==> config.mk <==
export PLATFORM = sky130hd
export DESIGN_NAME = maze_depth_first_explorer_top
export DESIGN_NICKNAME = d
export VERILOG_FILES = /design/src/design/mdfe_pkg.sv /design/src/design/maze_depth_first_explorer_top.sv /design/src/design/mdfe_ram.sv /design/src/design/mdfe_ctrl.sv /design/src/design/mdfe_dpath.sv
export SDC_FILE = /design/constraint.sdc
export NUM_CORES = 1
export LEC_CHECK = 0
export BUFFER_PORTS_ARGS = -buffer_cell sky130_fd_sc_hd__buf_2
export CORE_MARGIN = 4
export CORE_UTILIZATION = 56
export DETAILED_ROUTE_END_ITERATION = 10
export PLACE_DENSITY = 0.86
export SLEW_MARGIN = 0
export SYNTH_ARGS = -nofsm -noshare
export SYNTH_HDL_FRONTEND = slang
export SYNTH_SLANG_ARGS = --single-unit
==> constraint.sdc <==
create_clock -name clock -period 6.6 [get_ports clock]
set_clock_uncertainty 0.05 [all_clocks]
set_input_delay 0.33 -clock clock [delete_from_list [all_inputs] [get_ports clock]]
set_output_delay 0.33 -clock clock [all_outputs]
set_load 0.02 [all_outputs]
==> src/design/mdfe_pkg.sv <==
// Shared types and codes of the depth-first maze explorer.
// No dependencies; imported by the controller, the datapath and the top level.
`default_nettype none

package mdfe_pkg;

   // input op codes
   localparam logic [1:0] OP_BEGIN  = 2'd0;
   localparam logic [1:0] OP_ARRIVE = 2'd1;
   localparam logic [1:0] OP_REPLAY = 2'd2;

   // result kinds
   localparam logic [1:0] KIND_FORWARD   = 2'd0;
   localparam logic [1:0] KIND_BACKTRACK = 2'd1;
   localparam logic [1:0] KIND_REPLAY    = 2'd2;
   localparam logic [1:0] KIND_NONE      = 2'd3;

   // exploration phase
   localparam logic [1:0] PHASE_IDLE      = 2'd0;
   localparam logic [1:0] PHASE_FORWARD   = 2'd1;
   localparam logic [1:0] PHASE_BACKTRACK = 2'd2;
   localparam logic [1:0] PHASE_FINISHED  = 2'd3;

   // headings
   localparam logic [1:0] HEAD_NORTH = 2'd0;
   localparam logic [1:0] HEAD_EAST  = 2'd1;
   localparam logic [1:0] HEAD_SOUTH = 2'd2;
   localparam logic [1:0] HEAD_WEST  = 2'd3;

   // turns
   localparam logic [1:0] TURN_NONE  = 2'd0;
   localparam logic [1:0] TURN_CW    = 2'd1;
   localparam logic [1:0] TURN_CCW   = 2'd2;
   localparam logic [1:0] TURN_ABOUT = 2'd3;

   // register indexes
   localparam logic CSR_MAZE_SIDE      = 1'b0;
   localparam logic CSR_WALL_THRESHOLD = 1'b1;

   localparam logic [2:0] TRY_DONE = 3'd4;

   // turn needed for a heading difference (new minus old)
   function automatic logic [1:0] turn_for(input logic [1:0] diff);
      logic [1:0] tn;
      unique case (diff)
         2'd0: tn = TURN_NONE;
         2'd1: tn = TURN_CW;
         2'd2: tn = TURN_ABOUT;
         default: tn = TURN_CCW;
      endcase
      return tn;
   endfunction

   // try order east, north, west, south
   function automatic logic [1:0] try_side(input logic [1:0] t);
      logic [1:0] s;
      unique case (t)
         2'd0: s = HEAD_EAST;
         2'd1: s = HEAD_NORTH;
         2'd2: s = HEAD_WEST;
         default: s = HEAD_SOUTH;
      endcase
      return s;
   endfunction

   typedef struct packed {
      logic load;
      logic clear;
      logic arrive_push;
      logic arrive_back;
      logic decide;
      logic replay;
      logic nomove;
   } mdfe_cmd_type;

   typedef struct packed {
      logic [1:0] op;
      logic [1:0] phase;
      logic       revisit;
      logic       backtrack_ready;
      logic       replay_ready;
      logic       out_free;
   } mdfe_status_type;

endpackage

`default_nettype wire

==> src/design/maze_depth_first_explorer_top.sv <==
// Top level of the depth-first maze explorer: stream ports, register port,
// controller and datapath. Uses mdfe_pkg, mdfe_ctrl and mdfe_dpath.
//
// Usage: send op on req_tuser (0 begin at start cell, 1 arrived, 2 next replay
// move) with the front/left/right range readings on req_tdata. Every accepted
// item yields exactly one result on rsp: move kind on rsp_tuser, heading to
// drive, turn and goal flag on rsp_tdata, and rsp_tlast on the final replay move.
// One item is worked at a time. A begin or forward arrival steps from accept through
// dispatch, map and stack write, fetch and decide; a backtrack arrival or a replay
// request skips the map and stack write, and an ignored item or an arrival at an
// already visited cell gives its result straight after dispatch. The result appears
// in the output register the cycle after the decision. The map, stack and route
// memories have registered reads, which sets the fetch cycle.
// Reset clears the run state (no cell visited, empty stack and route, facing
// north in the bottom row) and loads maze_side 5, wall_threshold 6. When the
// receiver stalls, the result holds; the next item is still accepted and is
// held in its decision step until the output register frees.
`default_nettype none

module maze_depth_first_explorer_top
   import mdfe_pkg::*;
#(
   parameter int GRID_SIDE   = 7,
   parameter int ROUTE_DEPTH = 64
) (
   input  wire logic        clock,
   input  wire logic        reset,
   input  wire logic        req_tvalid,
   output logic             req_tready,
   input  wire logic [31:0] req_tdata,   // range_front[9:0], range_left[19:10], range_right[29:20]
   input  wire logic [1:0]  req_tuser,   // op[1:0]
   output logic             rsp_tvalid,
   input  wire logic        rsp_tready,
   output logic [7:0]       rsp_tdata,   // move_heading[1:0], turn[3:2], goal_found[4]
   output logic [1:0]       rsp_tuser,   // move_kind[1:0]
   output logic             rsp_tlast,
   input  wire logic        csr_psel,
   input  wire logic        csr_penable,
   input  wire logic        csr_pwrite,
   input  wire logic [2:0]  csr_paddr,
   input  wire logic [31:0] csr_pwdata,
   output logic [31:0]      csr_prdata,
   output logic             csr_pready
);

   logic [2:0]      maze_side_ff, maze_side_in;
   logic [9:0]      wall_thr_ff, wall_thr_in;
   logic            csr_write;
   mdfe_cmd_type    cmd;
   mdfe_status_type status;
   logic [1:0]      kind, head, turn;
   logic            goal, last;

   assign csr_pready = 1'b1;
   assign csr_write  = csr_psel && csr_penable && csr_pwrite && csr_pready;

   always_comb begin
      maze_side_in = maze_side_ff;
      wall_thr_in  = wall_thr_ff;
      if (csr_write) begin
         unique case (csr_paddr[2])
            CSR_MAZE_SIDE: maze_side_in = csr_pwdata[2:0];
            default:       wall_thr_in  = csr_pwdata[9:0];
         endcase
      end
   end

   always_ff @(posedge clock) begin
      if (reset) begin
         maze_side_ff <= 3'd5;
         wall_thr_ff  <= 10'd6;
      end else begin
         maze_side_ff <= maze_side_in;
         wall_thr_ff  <= wall_thr_in;
      end
   end

   always_comb begin
      unique case (csr_paddr[2])
         CSR_MAZE_SIDE: csr_prdata = {29'd0, maze_side_ff};
         default:       csr_prdata = {22'd0, wall_thr_ff};
      endcase
   end

   mdfe_ctrl u_ctrl (
      .clock      (clock),
      .reset      (reset),
      .req_tvalid (req_tvalid),
      .req_tready (req_tready),
      .status     (status),
      .cmd        (cmd)
   );

   mdfe_dpath #(.GRID_SIDE(GRID_SIDE), .ROUTE_DEPTH(ROUTE_DEPTH)) u_dpath (
      .clock            (clock),
      .reset            (reset),
      .cmd              (cmd),
      .status           (status),
      .req_op           (req_tuser),
      .req_range_front  (req_tdata[9:0]),
      .req_range_left   (req_tdata[19:10]),
      .req_range_right  (req_tdata[29:20]),
      .maze_side        (maze_side_ff),
      .wall_threshold   (wall_thr_ff),
      .rsp_valid        (rsp_tvalid),
      .rsp_ready        (rsp_tready),
      .rsp_move_kind    (kind),
      .rsp_move_heading (head),
      .rsp_turn         (turn),
      .rsp_goal_found   (goal),
      .rsp_last_move    (last)
   );

   assign rsp_tdata = {3'b000, goal, turn, head};
   assign rsp_tuser = kind;
   assign rsp_tlast = last;

endmodule

`default_nettype wire

==> src/design/mdfe_ram.sv <==
// Generic single-port-write, single-port-read RAM with registered read data.
// No dependencies.
`default_nettype none

module mdfe_ram #(
   parameter int WIDTH = 8,
   parameter int DEPTH = 64,
   localparam int AddrWidth = $clog2(DEPTH)
) (
   input  wire logic                 clock,
   input  wire logic                 wr_en,
   input  wire logic [AddrWidth-1:0] wr_addr,
   input  wire logic [WIDTH-1:0]     wr_data,
   input  wire logic [AddrWidth-1:0] rd_addr,
   output logic      [WIDTH-1:0]     rd_data
);

   logic [WIDTH-1:0] mem_ff [DEPTH];
   logic [WIDTH-1:0] rd_data_ff;

   always_ff @(posedge clock) begin
      if (wr_en) begin
         mem_ff[wr_addr] <= wr_data;
      end
      rd_data_ff <= mem_ff[rd_addr];
   end

   assign rd_data = rd_data_ff;

endmodule

`default_nettype wire

==> src/design/mdfe_ctrl.sv <==
// Sequencer of the maze explorer: steps each item through dispatch and then, as the op and
// phase need, map update, memory fetch, decision or replay. Uses mdfe_pkg; drives mdfe_dpath by commands.
`default_nettype none

module mdfe_ctrl
   import mdfe_pkg::*;
(
   input  wire logic            clock,
   input  wire logic            reset,
   input  wire logic            req_tvalid,
   output logic                 req_tready,
   input  wire mdfe_status_type status,
   output mdfe_cmd_type         cmd
);

   typedef enum logic [7:0] {
      ST_IDLE     = 8'b0000_0001,
      ST_DISPATCH = 8'b0000_0010,
      ST_ARRIVE   = 8'b0000_0100,
      ST_FETCH    = 8'b0000_1000,
      ST_DECIDE   = 8'b0001_0000,
      ST_RFETCH   = 8'b0010_0000,
      ST_REPLAY   = 8'b0100_0000,
      ST_NOMOVE   = 8'b1000_0000
   } state_type;

   state_type state_ff, state_in;

   always_comb begin
      state_in = state_ff;
      cmd      = '0;
      unique case (state_ff)
         ST_IDLE: begin
            if (req_tvalid) begin
               cmd.load = 1'b1;
               state_in = ST_DISPATCH;
            end
         end
         ST_DISPATCH: begin
            unique case (status.op)
               OP_BEGIN: begin
                  cmd.clear = 1'b1;
                  state_in  = ST_ARRIVE;
               end
               OP_ARRIVE: begin
                  priority if (status.phase == PHASE_FORWARD) begin
                     state_in = ST_ARRIVE;
                  end else if (status.backtrack_ready) begin
                     state_in = ST_FETCH;
                  end else begin
                     state_in = ST_NOMOVE;
                  end
               end
               OP_REPLAY: begin
                  state_in = status.replay_ready ? ST_RFETCH : ST_NOMOVE;
               end
               default: begin
                  state_in = ST_NOMOVE;
               end
            endcase
         end
         ST_ARRIVE: begin
            if (!status.revisit) begin
               cmd.arrive_push = 1'b1;
               state_in        = ST_FETCH;
            end else if (status.out_free) begin
               cmd.arrive_back = 1'b1;
               state_in        = ST_IDLE;
            end
         end
         ST_FETCH: begin
            state_in = ST_DECIDE;
         end
         ST_DECIDE: begin
            if (status.out_free) begin
               cmd.decide = 1'b1;
               state_in   = ST_IDLE;
            end
         end
         ST_RFETCH: begin
            state_in = ST_REPLAY;
         end
         ST_REPLAY: begin
            if (status.out_free) begin
               cmd.replay = 1'b1;
               state_in   = ST_IDLE;
            end
         end
         ST_NOMOVE: begin
            if (status.out_free) begin
               cmd.nomove = 1'b1;
               state_in   = ST_IDLE;
            end
         end
         default: begin
            state_in = ST_IDLE;
         end
      endcase
   end

   always_ff @(posedge clock) begin
      if (reset) begin
         state_ff <= ST_IDLE;
      end else begin
         state_ff <= state_in;
      end
   end

   assign req_tready = (state_ff == ST_IDLE);

endmodule

`default_nettype wire

==> src/design/mdfe_dpath.sv <==
// Datapath of the maze explorer: position, heading, visit flags, map, cell stack,
// route memory and the result register. Uses mdfe_pkg and mdfe_ram.
`default_nettype none

module mdfe_dpath
   import mdfe_pkg::*;
#(
   parameter int GRID_SIDE   = 7,
   parameter int ROUTE_DEPTH = 64
) (
   input  wire logic            clock,
   input  wire logic            reset,
   input  wire mdfe_cmd_type    cmd,
   output mdfe_status_type      status,
   input  wire logic [1:0]      req_op,
   input  wire logic [9:0]      req_range_front,
   input  wire logic [9:0]      req_range_left,
   input  wire logic [9:0]      req_range_right,
   input  wire logic [2:0]      maze_side,
   input  wire logic [9:0]      wall_threshold,
   output logic                 rsp_valid,
   input  wire logic            rsp_ready,
   output logic [1:0]           rsp_move_kind,
   output logic [1:0]           rsp_move_heading,
   output logic [1:0]           rsp_turn,
   output logic                 rsp_goal_found,
   output logic                 rsp_last_move
);

   localparam int CellCount = GRID_SIDE * GRID_SIDE;
   localparam int CW        = $clog2(CellCount);
   localparam int RW        = $clog2(GRID_SIDE);
   localparam int SDW       = $clog2(CellCount + 1);
   localparam int RDW       = $clog2(ROUTE_DEPTH + 1);
   localparam int RAW       = $clog2(ROUTE_DEPTH);
   localparam logic [RW-1:0] LastRow = RW'(GRID_SIDE - 1);

   // latched item
   logic [1:0]  op_ff, op_in;
   logic [9:0]  front_ff, front_in, left_ff, left_in, right_ff, right_in;

   // exploration state
   logic [1:0]           phase_ff, phase_in;
   logic [1:0]           heading_ff, heading_in;
   logic [RW-1:0]        row_ff, row_in, col_ff, col_in;
   logic [SDW-1:0]       sd_ff, sd_in;
   logic [RDW-1:0]       rl_ff, rl_in;
   logic [RDW-1:0]       replay_ff, replay_in;
   logic                 goal_ff, goal_in;
   logic [CellCount-1:0] visited_ff, visited_in;

   // result register
   logic       out_valid_ff, out_valid_in;
   logic [1:0] out_kind_ff, out_kind_in, out_head_ff, out_head_in, out_turn_ff, out_turn_in;
   logic       out_goal_ff, out_goal_in, out_last_ff, out_last_in;

   // memory ports
   logic           open_we, stk_we, route_we;
   logic [3:0]     open_wdata, open_rdata;
   logic [4:0]     stk_wdata, stk_rdata;
   logic [1:0]     route_wdata, route_rdata;
   logic [CW-1:0]  cell_idx, stk_top, stk_waddr;
   logic [RAW-1:0] route_waddr;

   // derived
   logic [2:0]    start_sel;
   logic [RW-1:0] start_col, goal_rc;
   logic          at_start, at_goal, out_free;
   logic [3:0]    in_grid, cand, arrive_bits;
   logic [1:0]    came, t_sel, side_sel, drv_hd;
   logic [2:0]    t0;
   logic          found, drive_en, emit_en, route_dec;
   logic [1:0]    emit_kind, emit_head, emit_turn;
   logic          emit_last;

   assign cell_idx  = CW'(row_ff * GRID_SIDE + col_ff);
   assign stk_top   = CW'(sd_ff - SDW'(1));
   assign out_free  = !out_valid_ff || rsp_ready;

   always_comb begin
      start_sel = (maze_side == 3'd5 || maze_side == 3'd6) ? 3'd5 : 3'd6;
      if (32'(start_sel) > GRID_SIDE - 1) begin
         start_col = LastRow;
      end else begin
         start_col = RW'(start_sel);
      end
   end

   assign goal_rc  = (maze_side == 3'd5) ? RW'(1) : RW'(0);
   assign at_start = (row_ff == LastRow) && (col_ff == start_col);
   assign at_goal  = (row_ff == goal_rc) && (col_ff == goal_rc);

   assign in_grid[HEAD_NORTH] = (row_ff != '0);
   assign in_grid[HEAD_EAST]  = (col_ff != LastRow);
   assign in_grid[HEAD_SOUTH] = (row_ff != LastRow);
   assign in_grid[HEAD_WEST]  = (col_ff != '0);

   // open sides seen on a fresh cell; the rear is open except at the start cell
   always_comb begin
      arrive_bits = '0;
      if (front_ff > wall_threshold) arrive_bits[heading_ff] = 1'b1;
      if (left_ff > wall_threshold)  arrive_bits[heading_ff + 2'd3] = 1'b1;
      if (right_ff > wall_threshold) arrive_bits[heading_ff + 2'd1] = 1'b1;
      if (!at_start)                 arrive_bits[heading_ff + 2'd2] = 1'b1;
   end

   // pick the first untried open side that is not straight back
   assign came = stk_rdata[4:3];
   assign t0   = stk_rdata[2:0];

   always_comb begin
      for (int t = 0; t < 4; t++) begin
         cand[t] = (3'(t) >= t0) && open_rdata[try_side(2'(t))]
                   && (try_side(2'(t)) != came + 2'd2) && in_grid[try_side(2'(t))];
      end
      t_sel = 2'd0;
      for (int t = 3; t >= 0; t--) begin
         if (cand[t]) t_sel = 2'(t);
      end
      found    = |cand;
      side_sel = try_side(t_sel);
   end

   always_comb begin
      op_in      = op_ff;
      front_in   = front_ff;
      left_in    = left_ff;
      right_in   = right_ff;
      phase_in   = phase_ff;
      heading_in = heading_ff;
      row_in     = row_ff;
      col_in     = col_ff;
      sd_in      = sd_ff;
      rl_in      = rl_ff;
      replay_in  = replay_ff;
      goal_in    = goal_ff;
      visited_in = visited_ff;

      open_we     = 1'b0;
      open_wdata  = arrive_bits;
      stk_we      = 1'b0;
      stk_waddr   = stk_top;
      stk_wdata   = {came, TRY_DONE};
      route_we    = 1'b0;
      route_waddr = RAW'(rl_ff);
      route_wdata = side_sel;

      drive_en  = 1'b0;
      drv_hd    = heading_ff + 2'd2;
      route_dec = 1'b0;
      emit_en   = 1'b0;
      emit_kind = KIND_NONE;
      emit_head = heading_ff;
      emit_turn = TURN_NONE;
      emit_last = 1'b0;

      if (cmd.load) begin
         op_in    = req_op;
         front_in = req_range_front;
         left_in  = req_range_left;
         right_in = req_range_right;
      end

      if (cmd.clear) begin
         visited_in = '0;
         sd_in      = '0;
         rl_in      = '0;
         goal_in    = 1'b0;
         heading_in = HEAD_NORTH;
         row_in     = LastRow;
         col_in     = start_col;
         replay_in  = '0;
         phase_in   = PHASE_IDLE;
      end

      if (cmd.arrive_push) begin
         visited_in[cell_idx] = 1'b1;
         if (at_goal) goal_in = 1'b1;
         open_we   = 1'b1;
         stk_we    = 1'b1;
         stk_waddr = CW'(sd_ff);
         stk_wdata = {heading_ff, 3'd0};
         sd_in     = sd_ff + SDW'(1);
      end

      if (cmd.arrive_back) begin
         route_dec = 1'b1;
         phase_in  = PHASE_BACKTRACK;
         drive_en  = 1'b1;
         emit_kind = KIND_BACKTRACK;
      end

      if (cmd.decide) begin
         stk_we = 1'b1;
         if (found) begin
            stk_wdata = {came, 3'(t_sel) + 3'd1};
            if (!goal_ff && rl_ff < RDW'(ROUTE_DEPTH)) begin
               route_we = 1'b1;
               rl_in    = rl_ff + RDW'(1);
            end
            phase_in  = PHASE_FORWARD;
            drive_en  = 1'b1;
            drv_hd    = side_sel;
            emit_kind = KIND_FORWARD;
         end else if (sd_ff <= SDW'(1)) begin
            phase_in  = PHASE_FINISHED;
            replay_in = '0;
            emit_en   = 1'b1;
         end else begin
            sd_in     = sd_ff - SDW'(1);
            route_dec = 1'b1;
            phase_in  = PHASE_BACKTRACK;
            drive_en  = 1'b1;
            drv_hd    = came + 2'd2;
            emit_kind = KIND_BACKTRACK;
         end
      end

      if (route_dec && !goal_ff && rl_ff != '0) begin
         rl_in = rl_ff - RDW'(1);
      end

      if (drive_en) begin
         heading_in = drv_hd;
         emit_en    = 1'b1;
         emit_head  = drv_hd;
         emit_turn  = turn_for(drv_hd - heading_ff);
         unique case (drv_hd)
            HEAD_NORTH: if (in_grid[HEAD_NORTH]) row_in = row_ff - RW'(1);
            HEAD_EAST:  if (in_grid[HEAD_EAST])  col_in = col_ff + RW'(1);
            HEAD_SOUTH: if (in_grid[HEAD_SOUTH]) row_in = row_ff + RW'(1);
            default:    if (in_grid[HEAD_WEST])  col_in = col_ff - RW'(1);
         endcase
      end

      if (cmd.replay) begin
         heading_in = route_rdata;
         replay_in  = replay_ff + RDW'(1);
         emit_en    = 1'b1;
         emit_kind  = KIND_REPLAY;
         emit_head  = route_rdata;
         emit_turn  = turn_for(route_rdata - heading_ff);
         emit_last  = (replay_ff + RDW'(1) == rl_ff);
      end

      if (cmd.nomove) begin
         emit_en = 1'b1;
      end

      out_valid_in = out_valid_ff;
      out_kind_in  = out_kind_ff;
      out_head_in  = out_head_ff;
      out_turn_in  = out_turn_ff;
      out_goal_in  = out_goal_ff;
      out_last_in  = out_last_ff;
      if (emit_en) begin
         out_valid_in = 1'b1;
         out_kind_in  = emit_kind;
         out_head_in  = emit_head;
         out_turn_in  = emit_turn;
         out_goal_in  = goal_in;
         out_last_in  = emit_last;
      end else if (rsp_ready) begin
         out_valid_in = 1'b0;
      end
   end

   always_ff @(posedge clock) begin
      if (reset) begin
         phase_ff     <= PHASE_IDLE;
         heading_ff   <= HEAD_NORTH;
         row_ff       <= LastRow;
         col_ff       <= '0;
         sd_ff        <= '0;
         rl_ff        <= '0;
         replay_ff    <= '0;
         goal_ff      <= 1'b0;
         visited_ff   <= '0;
         out_valid_ff <= 1'b0;
      end else begin
         phase_ff     <= phase_in;
         heading_ff   <= heading_in;
         row_ff       <= row_in;
         col_ff       <= col_in;
         sd_ff        <= sd_in;
         rl_ff        <= rl_in;
         replay_ff    <= replay_in;
         goal_ff      <= goal_in;
         visited_ff   <= visited_in;
         out_valid_ff <= out_valid_in;
      end
   end

   always_ff @(posedge clock) begin
      op_ff       <= op_in;
      front_ff    <= front_in;
      left_ff     <= left_in;
      right_ff    <= right_in;
      out_kind_ff <= out_kind_in;
      out_head_ff <= out_head_in;
      out_turn_ff <= out_turn_in;
      out_goal_ff <= out_goal_in;
      out_last_ff <= out_last_in;
   end

   mdfe_ram #(.WIDTH(4), .DEPTH(CellCount)) u_open_ram (
      .clock   (clock),
      .wr_en   (open_we),
      .wr_addr (cell_idx),
      .wr_data (open_wdata),
      .rd_addr (cell_idx),
      .rd_data (open_rdata)
   );

   mdfe_ram #(.WIDTH(5), .DEPTH(CellCount)) u_stack_ram (
      .clock   (clock),
      .wr_en   (stk_we),
      .wr_addr (stk_waddr),
      .wr_data (stk_wdata),
      .rd_addr (stk_top),
      .rd_data (stk_rdata)
   );

   mdfe_ram #(.WIDTH(2), .DEPTH(ROUTE_DEPTH)) u_route_ram (
      .clock   (clock),
      .wr_en   (route_we),
      .wr_addr (route_waddr),
      .wr_data (route_wdata),
      .rd_addr (RAW'(replay_ff)),
      .rd_data (route_rdata)
   );

   assign status.op              = op_ff;
   assign status.phase           = phase_ff;
   assign status.revisit         = visited_ff[cell_idx] || (sd_ff >= SDW'(CellCount));
   assign status.backtrack_ready = (phase_ff == PHASE_BACKTRACK) && (sd_ff != '0);
   assign status.replay_ready    = (phase_ff == PHASE_FINISHED) && (replay_ff < rl_ff)
                                   && (replay_ff < RDW'(ROUTE_DEPTH));
   assign status.out_free        = out_free;

   assign rsp_valid        = out_valid_ff;
   assign rsp_move_kind    = out_kind_ff;
   assign rsp_move_heading = out_head_ff;
   assign rsp_turn         = out_turn_ff;
   assign rsp_goal_found   = out_goal_ff;
   assign rsp_last_move    = out_last_ff;

   a_stack_bound: assert property (@(posedge clock) disable iff (reset)
      sd_ff <= SDW'(CellCount))
      else $error("cell stack overflow");

   a_route_bound: assert property (@(posedge clock) disable iff (reset)
      rl_ff <= RDW'(ROUTE_DEPTH))
      else $error("route length overflow");

   a_replay_bound: assert property (@(posedge clock) disable iff (reset)
      replay_ff <= rl_ff)
      else $error("replay index beyond route");

   a_no_overwrite: assert property (@(posedge clock) disable iff (reset)
      out_valid_ff && !rsp_ready |-> !emit_en)
      else $error("result emitted over a pending one");

endmodule

`default_nettype wire

==> metrics.md, run 1 <==
| Metric | Value |
|---|---|
| Synth area leaders | `sky130_fd_sc_hd__edfxtp_1 (59%), sky130_fd_sc_hd__mux4_2 (9.7%), sky130_fd_sc_hd__dfxtp_1 (7.2%), sky130_fd_sc_hd__nor2_1 (3.1%), sky130_fd_sc_hd__ha_1 (2.8%)` |
| Maximum fanout encountered on the critical timing path | `29` |
| Clock sink count | `722` |
| Hold_buf cts | `42` |
| Post-detailed-route DRC marker count | `0` |
| Synthesized area | `31300 um2` |
| Largest stage delay on the critical path | `0.90 ns` |
| Worst setup slack after layout | `0.568 ns` |
| Pleak | `11.8 nW` |
| Worst voltage drop across the vdd grid | `0.171 mV` |
| Average cell area after synthesis | `14.7 um2` |
| Path type of the worst min-delay path | `in2reg` |
| Area of the core | `55200 um2` |
| Total of buffers placed on input and output ports | `69` |
| Outcome | `finished clean` |
| Setup repair after global routing missed its margin | `false` |
| Post-CTS setup buffer count | `0` |
| Number of fill cells in the layout | `3522` |
| I/O pin cnt | `122` |
| Fraction of layout instances using a drive strength above 1 | `17.5%` |
| # Max-Cap Violations | `0` |
| Transition at the pin with the smallest max-transition slack | `1.31 ns` |
| FMAX | `166 MHz` |
| Vertical die dimension | `244 um` |
| Dominant register cell in the synthesized netlist | `sky130_fd_sc_hd__edfxtp_1` |
| Post-Route Hold Slack | `0.0800 ns` |
| Sequential cell area fraction in the yosys report | `65.8%` |
| Initial core utilization | `56.6%` |
| Global-route wire length before repair | `120000 um` |
| Clk root buf | `sky130_fd_sc_hd__clkbuf_16` |
| Clock tree from TritonCTS | `done` |
| Number of nets in the final layout | `2383` |
| Main combinational cell family by area after synthesis | `multiplexers` |
| Data required time of the worst path | `6.99 ns` |
| Total of flip-flops plus latches after synthesis | `722` |
| Sort of element at the end of the critical path | `flip-flop` |
| Number of DRC markers in iteration 0 | `2671` |
| Number of antenna violations at the first check in global routing | `0` |
| Max-slew violation total from the final report | `0` |
| CP Cell Sequence | `fa_1 > inv_1 > fa_1 > inv_1 > ha_1 > nand3_1 > and3_1 > nor2_2 > mux2_2 > o41ai_4 > a21oi_4 > buf_4 > nor2_2 > buf_4` |
| Fin. Hold Viols | `0` |
| Vias in the first global route | `20100` |
| Cell with the most instances after synthesis | `sky130_fd_sc_hd__edfxtp_1` |
| Maximum number of pins on one net before global-route repair | `98` |
| Simple-gate share of the synthesized area | `8.90%` |
| Total global routing overflow | `0` |
| DR vias | `20200` |
| Diode insertion count for antenna repair | `0` |
| Cell taking the most area after synthesis | `sky130_fd_sc_hd__edfxtp_1` |
| Antenna-violating nets left | `0` |
| Overall track demand over capacity in global routing | `25.9%` |
| Fraction of synthesized area in multiplexers | `10.4%` |
| Data arrival, critical path | `6.42 ns` |
| Most used standard cells in the synthesized netlist | `sky130_fd_sc_hd__edfxtp_1 (609), sky130_fd_sc_hd__nor2_1 (254), sky130_fd_sc_hd__mux4_2 (135)` |
| Number of instances in the synthesized netlist | `2128` |
| Insertion delay to the later sink of the worst-skew pair | `0.62 ns` |
| Period utilization | `91.4%` |
| Adder-cell share of the synthesized area | `3.06%` |
| Uppermost layer routed | `met4` |
| Count of warnings emitted by yosys | `0` |
| Die area | `59700 um2` |
| Post-route minimum period | `6.03 ns` |
| Post-route met1 wirelength | `27300 um` |
| Critical-path cell with the highest stage delay | `sky130_fd_sc_hd__nor2_2` |
| Area growth from synthesis to layout | `12.7%` |
| Proportion of register bits with asynchronous set or reset after synthesis | `0%` |
| Routed wire length | `77400 um` |
| Power density relative to cell area | `268 nW/um2` |
| Routed via count divided by cell count | `6.65` |
| Last weighted congestion value of the routability-driven placer | `0.958` |
| Post-synthesis compound-gate area fraction | `8.24%` |
| Relative slew slack | `11.5%` |
| Pre-CTS WS | `0.750 ns` |
| Distinct cell type count of the synthesized netlist | `82` |
| Met3 layer wire length in the routed design | `7880 um` |
| Routed wire length on met2 | `38900 um` |
| Post-synth top area share | `58.5%` |
| Post-Synth XOR/XNOR Area | `0.673%` |
| Setup TNS after final layout | `0 ns` |
| Die width | `244 um` |
| Sum of net half-perimeters after detailed placement | `45300 um` |
| Iteration count of the initial detailed-routing pass | `8` |
| CTS Buffer Depth | `3` |
| Clock buffer count from CTS | `72` |
| WL/cell | `25.5 um` |
| Number of synthesized flops with an enable pin | `609` |
| Number of H-tree levels | `3` |
| Nature of the critical path startpoint | `flip-flop` |
| Endpoints failing setup | `0` |
| FP Rows | `86` |
| Kind of critical path | `reg2reg` |
| Clock Pin Slew Worst Setup and Hold Paths | `0.06 ns` |
| Resized Gates After CTS | `0` |
[critical path, delay by kind of cell, from the launching register on]
kind | cells | cell delay, ns
and+or+nand+nor | 4 | 1.85
DFF | 1 | 0.42
AOI/OAI and AO/OA | 2 | 0.93
adders and majority gates | 3 | 1.34
buffers and inverters | 4 | 0.79
muxes | 1 | 0.45
[per-layer routing]
metal | track usage [%] | vias to the layer above
met5 | 0 | -
li1 | - | 8464
met4 | 10.6 | 0
met2 | 43.8 | 1476
met1 | 33.5 | 9964
met3 | 4.47 | 270
[cell type report]
cell class	count	area, um2	share of cell area (%)
Tap cell	748	936	2.66
Timing Repair Buffer	152	1080	3.05
Clock inverter	35	465	1.32
Inverter	65	244	0.692
Multi-Input combinational cell	1220	9990	28.3
Clock buffer	93	1970	5.60
Sequential cell	722	20600	58.3
[metrics by stage]
step                util (%)  std cells  area, um2  total power [W]
finish                  63.8       3035      35200          0.00944
global route            63.8       3035      35200          0.00969
CTS                     63.8       3035      35200          0.00944
detailed placement      58.6       2865      32400          0.00524
global placement        58.6       2865      32400          0.00523
floorplan                  -       2152      31300          0.00517
[placed cells by master, fill, tap and decap left out, types with 26 or more instances in the layout]
| master | synthesis | final |
|---|---|---|
| sky130_fd_sc_hd__nand2_1 | 106 | 105 |
| sky130_fd_sc_hd__edfxtp_1 | 609 | 609 |
| sky130_fd_sc_hd__a21oi_1 | 61 | 61 |
| sky130_fd_sc_hd__inv_1 | 65 | 65 |
| sky130_fd_sc_hd__conb_1 | 2 | 26 |
| sky130_fd_sc_hd__nand4_1 | 44 | 44 |
| sky130_fd_sc_hd__mux4_2 | 135 | 135 |
| sky130_fd_sc_hd__a22oi_1 | 86 | 86 |
| sky130_fd_sc_hd__o21ai_0 | 30 | 29 |
| sky130_fd_sc_hd__buf_4 | 28 | 42 |
| sky130_fd_sc_hd__buf_2 | 5 | 68 |
| sky130_fd_sc_hd__nor2_1 | 254 | 250 |
| sky130_fd_sc_hd__clkbuf_16 | 0 | 73 |
| sky130_fd_sc_hd__nor3_1 | 31 | 30 |
| sky130_fd_sc_hd__dlygate4sd3_1 | 0 | 42 |
| sky130_fd_sc_hd__ha_1 | 70 | 69 |
| sky130_fd_sc_hd__dfxtp_1 | 113 | 111 |
| sky130_fd_sc_hd__nand3_1 | 35 | 35 |
[worst paths after layout]
check	slack, ns	end	depth (start not counted)	start
max	0.57	u_dpath.u_stack_ram.mem_ff[36][2]	14	u_dpath.row_ff[1]
min	0.08	u_ctrl.state_ff[7]	4	rsp_tready
max reg2reg	0.57	u_dpath.u_stack_ram.mem_ff[36][2]	14	u_dpath.row_ff[1]
min reg2reg	0.41	u_dpath.visited_ff[15]	2	u_dpath.visited_ff[15]
[report_power, final]
group | total, W | leakage [nW] | switching (W) | internal (W)
registers | 0.00495 | 6.73 | 0.0000114 | 0.00494
logic | 0.000228 | 3.93 | 0.000152 | 0.0000759
clock network | 0.00426 | 1.19 | 0.00172 | 0.00254
total | 0.00944 | 11.8 | 0.00188 | 0.00756
[logic make-up (layout without fill, tap and decap cells)]
logic type,count (synthesis),count (layout)
AO/OA/AOI/OAI,353,353
XOR/XNOR,24,24
adder cells (fa/ha/maj),74,74
buffers and inverters,210,345
flip-flops,722,722
multiplexers,155,155
other,2,26
AND/OR/NAND/NOR,588,588
[state kept, by name, summed over array words and instances, names as in the netlist, 7 cells and up]
signal / flops
u_dpath.right_ff: 10
u_dpath.u_route_ram.mem_ff: 128
u_dpath.u_open_ram.mem_ff: 196
u_dpath.front_ff: 10
u_dpath.left_ff: 10
u_dpath.replay_ff: 7
u_dpath.u_stack_ram.mem_ff: 245
u_dpath.rl_ff: 7
u_ctrl.state_ff: 8
u_dpath.visited_ff: 49
wall_thr_ff: 10
Note: power is estimated with default switching activity, not from simulation.
==> run 2: changes to the inputs <==
Settings changed: REMOVE_ABC_BUFFERS set to 1.
==> run 2 against run 1 <==
Combinational power down 3%. Flip-flop and latch count unchanged. Largest power group unchanged. Largest cell class unchanged. Utilization down 0.32 points.
==> metrics.md, run 2 (synthesis results as in run 1) <==
| Metric | Value |
|---|---|
| Max FFs per register | `245 (unchanged)` |
| Setup TNS after final layout | `0 ns (unchanged)` |
| Largest stage delay on the critical path | `0.67 ns (-0.23 ns)` |
| Power share of the sequential group | `53.9% (+1.5 points)` |
| Clock Pin Slew Worst Setup and Hold Paths | `0.06 ns (about the same)` |
| Post-CTS setup buffer count | `0 (unchanged)` |
| Switching power total | `0.00184 W (-2.3%)` |
| Vias in the first global route | `20000 (-0.24%)` |
| DP Cell Count | `2861 (-0.14%)` |
| Outcome | `finished clean` |
| Commonest cells after routing, fill and taps aside | `sky130_fd_sc_hd__edfxtp_1 (609), sky130_fd_sc_hd__nor2_1 (250), sky130_fd_sc_hd__mux4_2 (135), sky130_fd_sc_hd__dfxtp_1 (111), sky130_fd_sc_hd__nand2_1 (105)` |
| Overall track demand over capacity in global routing | `25.0% (-0.83 points)` |
| Endpoints failing setup | `0 (unchanged)` |
| Maximum fanout encountered on the critical timing path | `24 (-17%)` |
| Number of DRC markers in iteration 0 | `2566 (-3.9%)` |
| Post-route minimum period | `6.09 ns (+0.0584 ns)` |
| I/O pin cnt | `122 (unchanged)` |
| FMAX | `164 MHz (-0.96%)` |
| Die width | `244 um (unchanged)` |
| Clock sink count | `722 (unchanged)` |
| FP Rows | `86 (unchanged)` |
| Clk root buf | `sky130_fd_sc_hd__clkbuf_16` |
| Number of antenna violations at the first check in global routing | `0 (unchanged)` |
| Final total power | `0.00918 W (-2.8%)` |
| Die area | `59700 um2 (unchanged)` |
| Relative slew slack | `19.0% (+7.5 points)` |
| CTS Buffer Depth | `3 (unchanged)` |
| Resized Gates After CTS | `0 (unchanged)` |
| DR vias | `20000 (-0.94%)` |
| Period utilization | `92.3% (+0.88 points)` |
| Most common cell after layout, fill and taps aside | `sky130_fd_sc_hd__edfxtp_1` |
| Transition at the pin with the smallest max-transition slack | `1.21 ns (-0.100 ns)` |
| Kind of critical path | `reg2reg` |
| Sort of element at the end of the critical path | `flip-flop` |
| Setup repair after global routing missed its margin | `false` |
| Number of fill cells in the layout | `3602 (+2.3%)` |
| Nature of the critical path startpoint | `flip-flop` |
| Cell Int Power | `0.00734 W (-2.9%)` |
| Number of H-tree levels | `3 (unchanged)` |
| Total of buffers placed on input and output ports | `69 (unchanged)` |
| Global-route wire length before repair | `116000 um (-2.6%)` |
| Sum of net half-perimeters after detailed placement | `45800 um (+1.3%)` |
| Total global routing overflow | `0 (unchanged)` |
| Antenna-violating nets left | `0 (unchanged)` |
| Power density relative to cell area | `262 nW/um2 (-2.3%)` |
| CP Cell Sequence | `buf_4 > fa_1 > inv_1 > fa_1 > inv_1 > ha_1 > nand3_1 > and3_1 > nor2_2 > mux2_2 > o41ai_4 > a21oi_4 > nor4_1 > o31ai_2 > nor2_1` |
| Number of nets in the final layout | `2377 (-0.25%)` |
| Combinational group share of total power | `2.4% (about the same)` |
| Maximum number of pins on one net before global-route repair | `98 (unchanged)` |
| Non-filler instance count after layout | `3027 (-0.26%)` |
| Clock buffer count from CTS | `70 (-2.8%)` |
| Clock tree from TritonCTS | `done` |
| Post-detailed-route DRC marker count | `0 (unchanged)` |
| Iteration count of the initial detailed-routing pass | `8 (unchanged)` |
| Pleak | `11.8 nW (-0.74%)` |
| Largest Register | `u_dpath.u_stack_ram.mem_ff` |
| Routed via count divided by cell count | `6.60 (-0.68%)` |
| Insertion delay to the later sink of the worst-skew pair | `0.61 ns (about the same)` |
| # Max-Cap Violations | `0 (unchanged)` |
| Diode insertion count for antenna repair | `0 (unchanged)` |
| WL/cell | `25.0 um (-2.0%)` |
| Fin. Hold Viols | `0 (unchanged)` |
| Regs by FF count | `u_dpath.u_stack_ram.mem_ff (245), u_dpath.u_open_ram.mem_ff (196), u_dpath.u_route_ram.mem_ff (128)` |
| Area growth from synthesis to layout | `12.2%` |
| Routed wire length | `75600 um (-2.3%)` |
| Vertical die dimension | `244 um (unchanged)` |
| Max-slew violation total from the final report | `0 (unchanged)` |
| Switching fraction of total power | `20.1% (+0.096 points)` |
| Worst voltage drop across the vdd grid | `0.197 mV (+15%)` |
| Data arrival, critical path | `6.28 ns (-0.14 ns)` |
| Hold_buf cts | `42 (unchanged)` |
| Path type of the worst min-delay path | `in2reg` |
| Initial core utilization | `56.6% (unchanged)` |
| Clock Power Share | `43.7% (-1.5 points)` |
| Fraction of layout instances using a drive strength above 1 | `17.2% (-0.29 points)` |
| Data required time of the worst path | `6.79 ns (-0.20 ns)` |
| Last weighted congestion value of the routability-driven placer | `0.915 (-4.5%)` |
| Critical-path cell with the highest stage delay | `sky130_fd_sc_hd__nor2_2` |
| Area of the core | `55200 um2 (unchanged)` |
run 2: changes by cell type in the layout (fill, tap and decap cells not counted), sizes merged:
| cell | delta |
|---|---|
| inv | -5 |
| bufinv | -5 |
| clkinv | +9 |
| clkbuf | -2 |
| clkinvlp | -1 |
| buf | -4 |
run 2: worst paths after layout:
kind / start / endpoint / slack [ns] / cells after the start
min reg2reg: u_dpath.visited_ff[15] / u_dpath.visited_ff[15] / 0.41 / 2
max reg2reg: u_dpath.row_ff[2] / u_dpath.u_stack_ram.mem_ff[21][0] / 0.51 / 15
min: rsp_tready / u_ctrl.state_ff[7] / 0.09 / 4
max: u_dpath.row_ff[2] / u_dpath.u_stack_ram.mem_ff[21][0] / 0.51 / 15
run 2: metrics by stage:
stage / area [um2] / worst slack [ns] / util, % / hold slack, ns
4_1_cts: 35000 / 0.781 / 63.5 / 0.0715
3_3_place_gp: 32300 / 0.994 / 58.6 / 0.390
6_report: 35100 / 0.510 / 63.5 / 0.0913
5_1_grt: 35100 / 0.281 / 63.5 / 0.117
2_1_floorplan: 30700 / -0.894 / - / 0.349
3_5_place_dp: 32300 / 0.873 / 58.6 / 0.397
run 2: cell type report:
cell class	instances	area (um2)	area share, %
sequential	722	20600	58.6
multi-input combinational	1220	9990	28.5
clock buffer	91	1960	5.58
timing repair buffer	148	1050	2.98
tap	748	936	2.67
clock inverter	33	327	0.932
inverter	65	244	0.696
run 2: worst max-delay path: cells and delay by family (launching register included):
| kind | cells | cell delay (ns) |
|---|---|---|
| and+or+nand+nor | 5 | 2.06 |
| muxes | 1 | 0.46 |
| DFF | 1 | 0.30 |
| adders and majority gates | 3 | 1.28 |
| AOI/OAI and AO/OA | 3 | 1.22 |
| buffers and inverters | 3 | 0.32 |
run 2: routing by layer:
metal,vias up,GRT usage (%),part of all wire [%]
met4,0,10.2,3.9
li1,8453,-,-
met3,244,4.08,9.5
met5,-,0,0
met2,1373,42.5,50
met1,9914,32.5,36
run 2: power groups by stage:
stage / combinational (W) / clock (W) / sequential, W
2_1_floorplan: 0.000106 / 0 / 0.00504
3_3_place_gp: 0.000185 / 0 / 0.00504
3_5_place_dp: 0.000193 / 0 / 0.00504
4_1_cts: 0.000215 / 0.00403 / 0.00495
5_1_grt: 0.000240 / 0.00424 / 0.00495
6_report: 0.000222 / 0.00401 / 0.00495
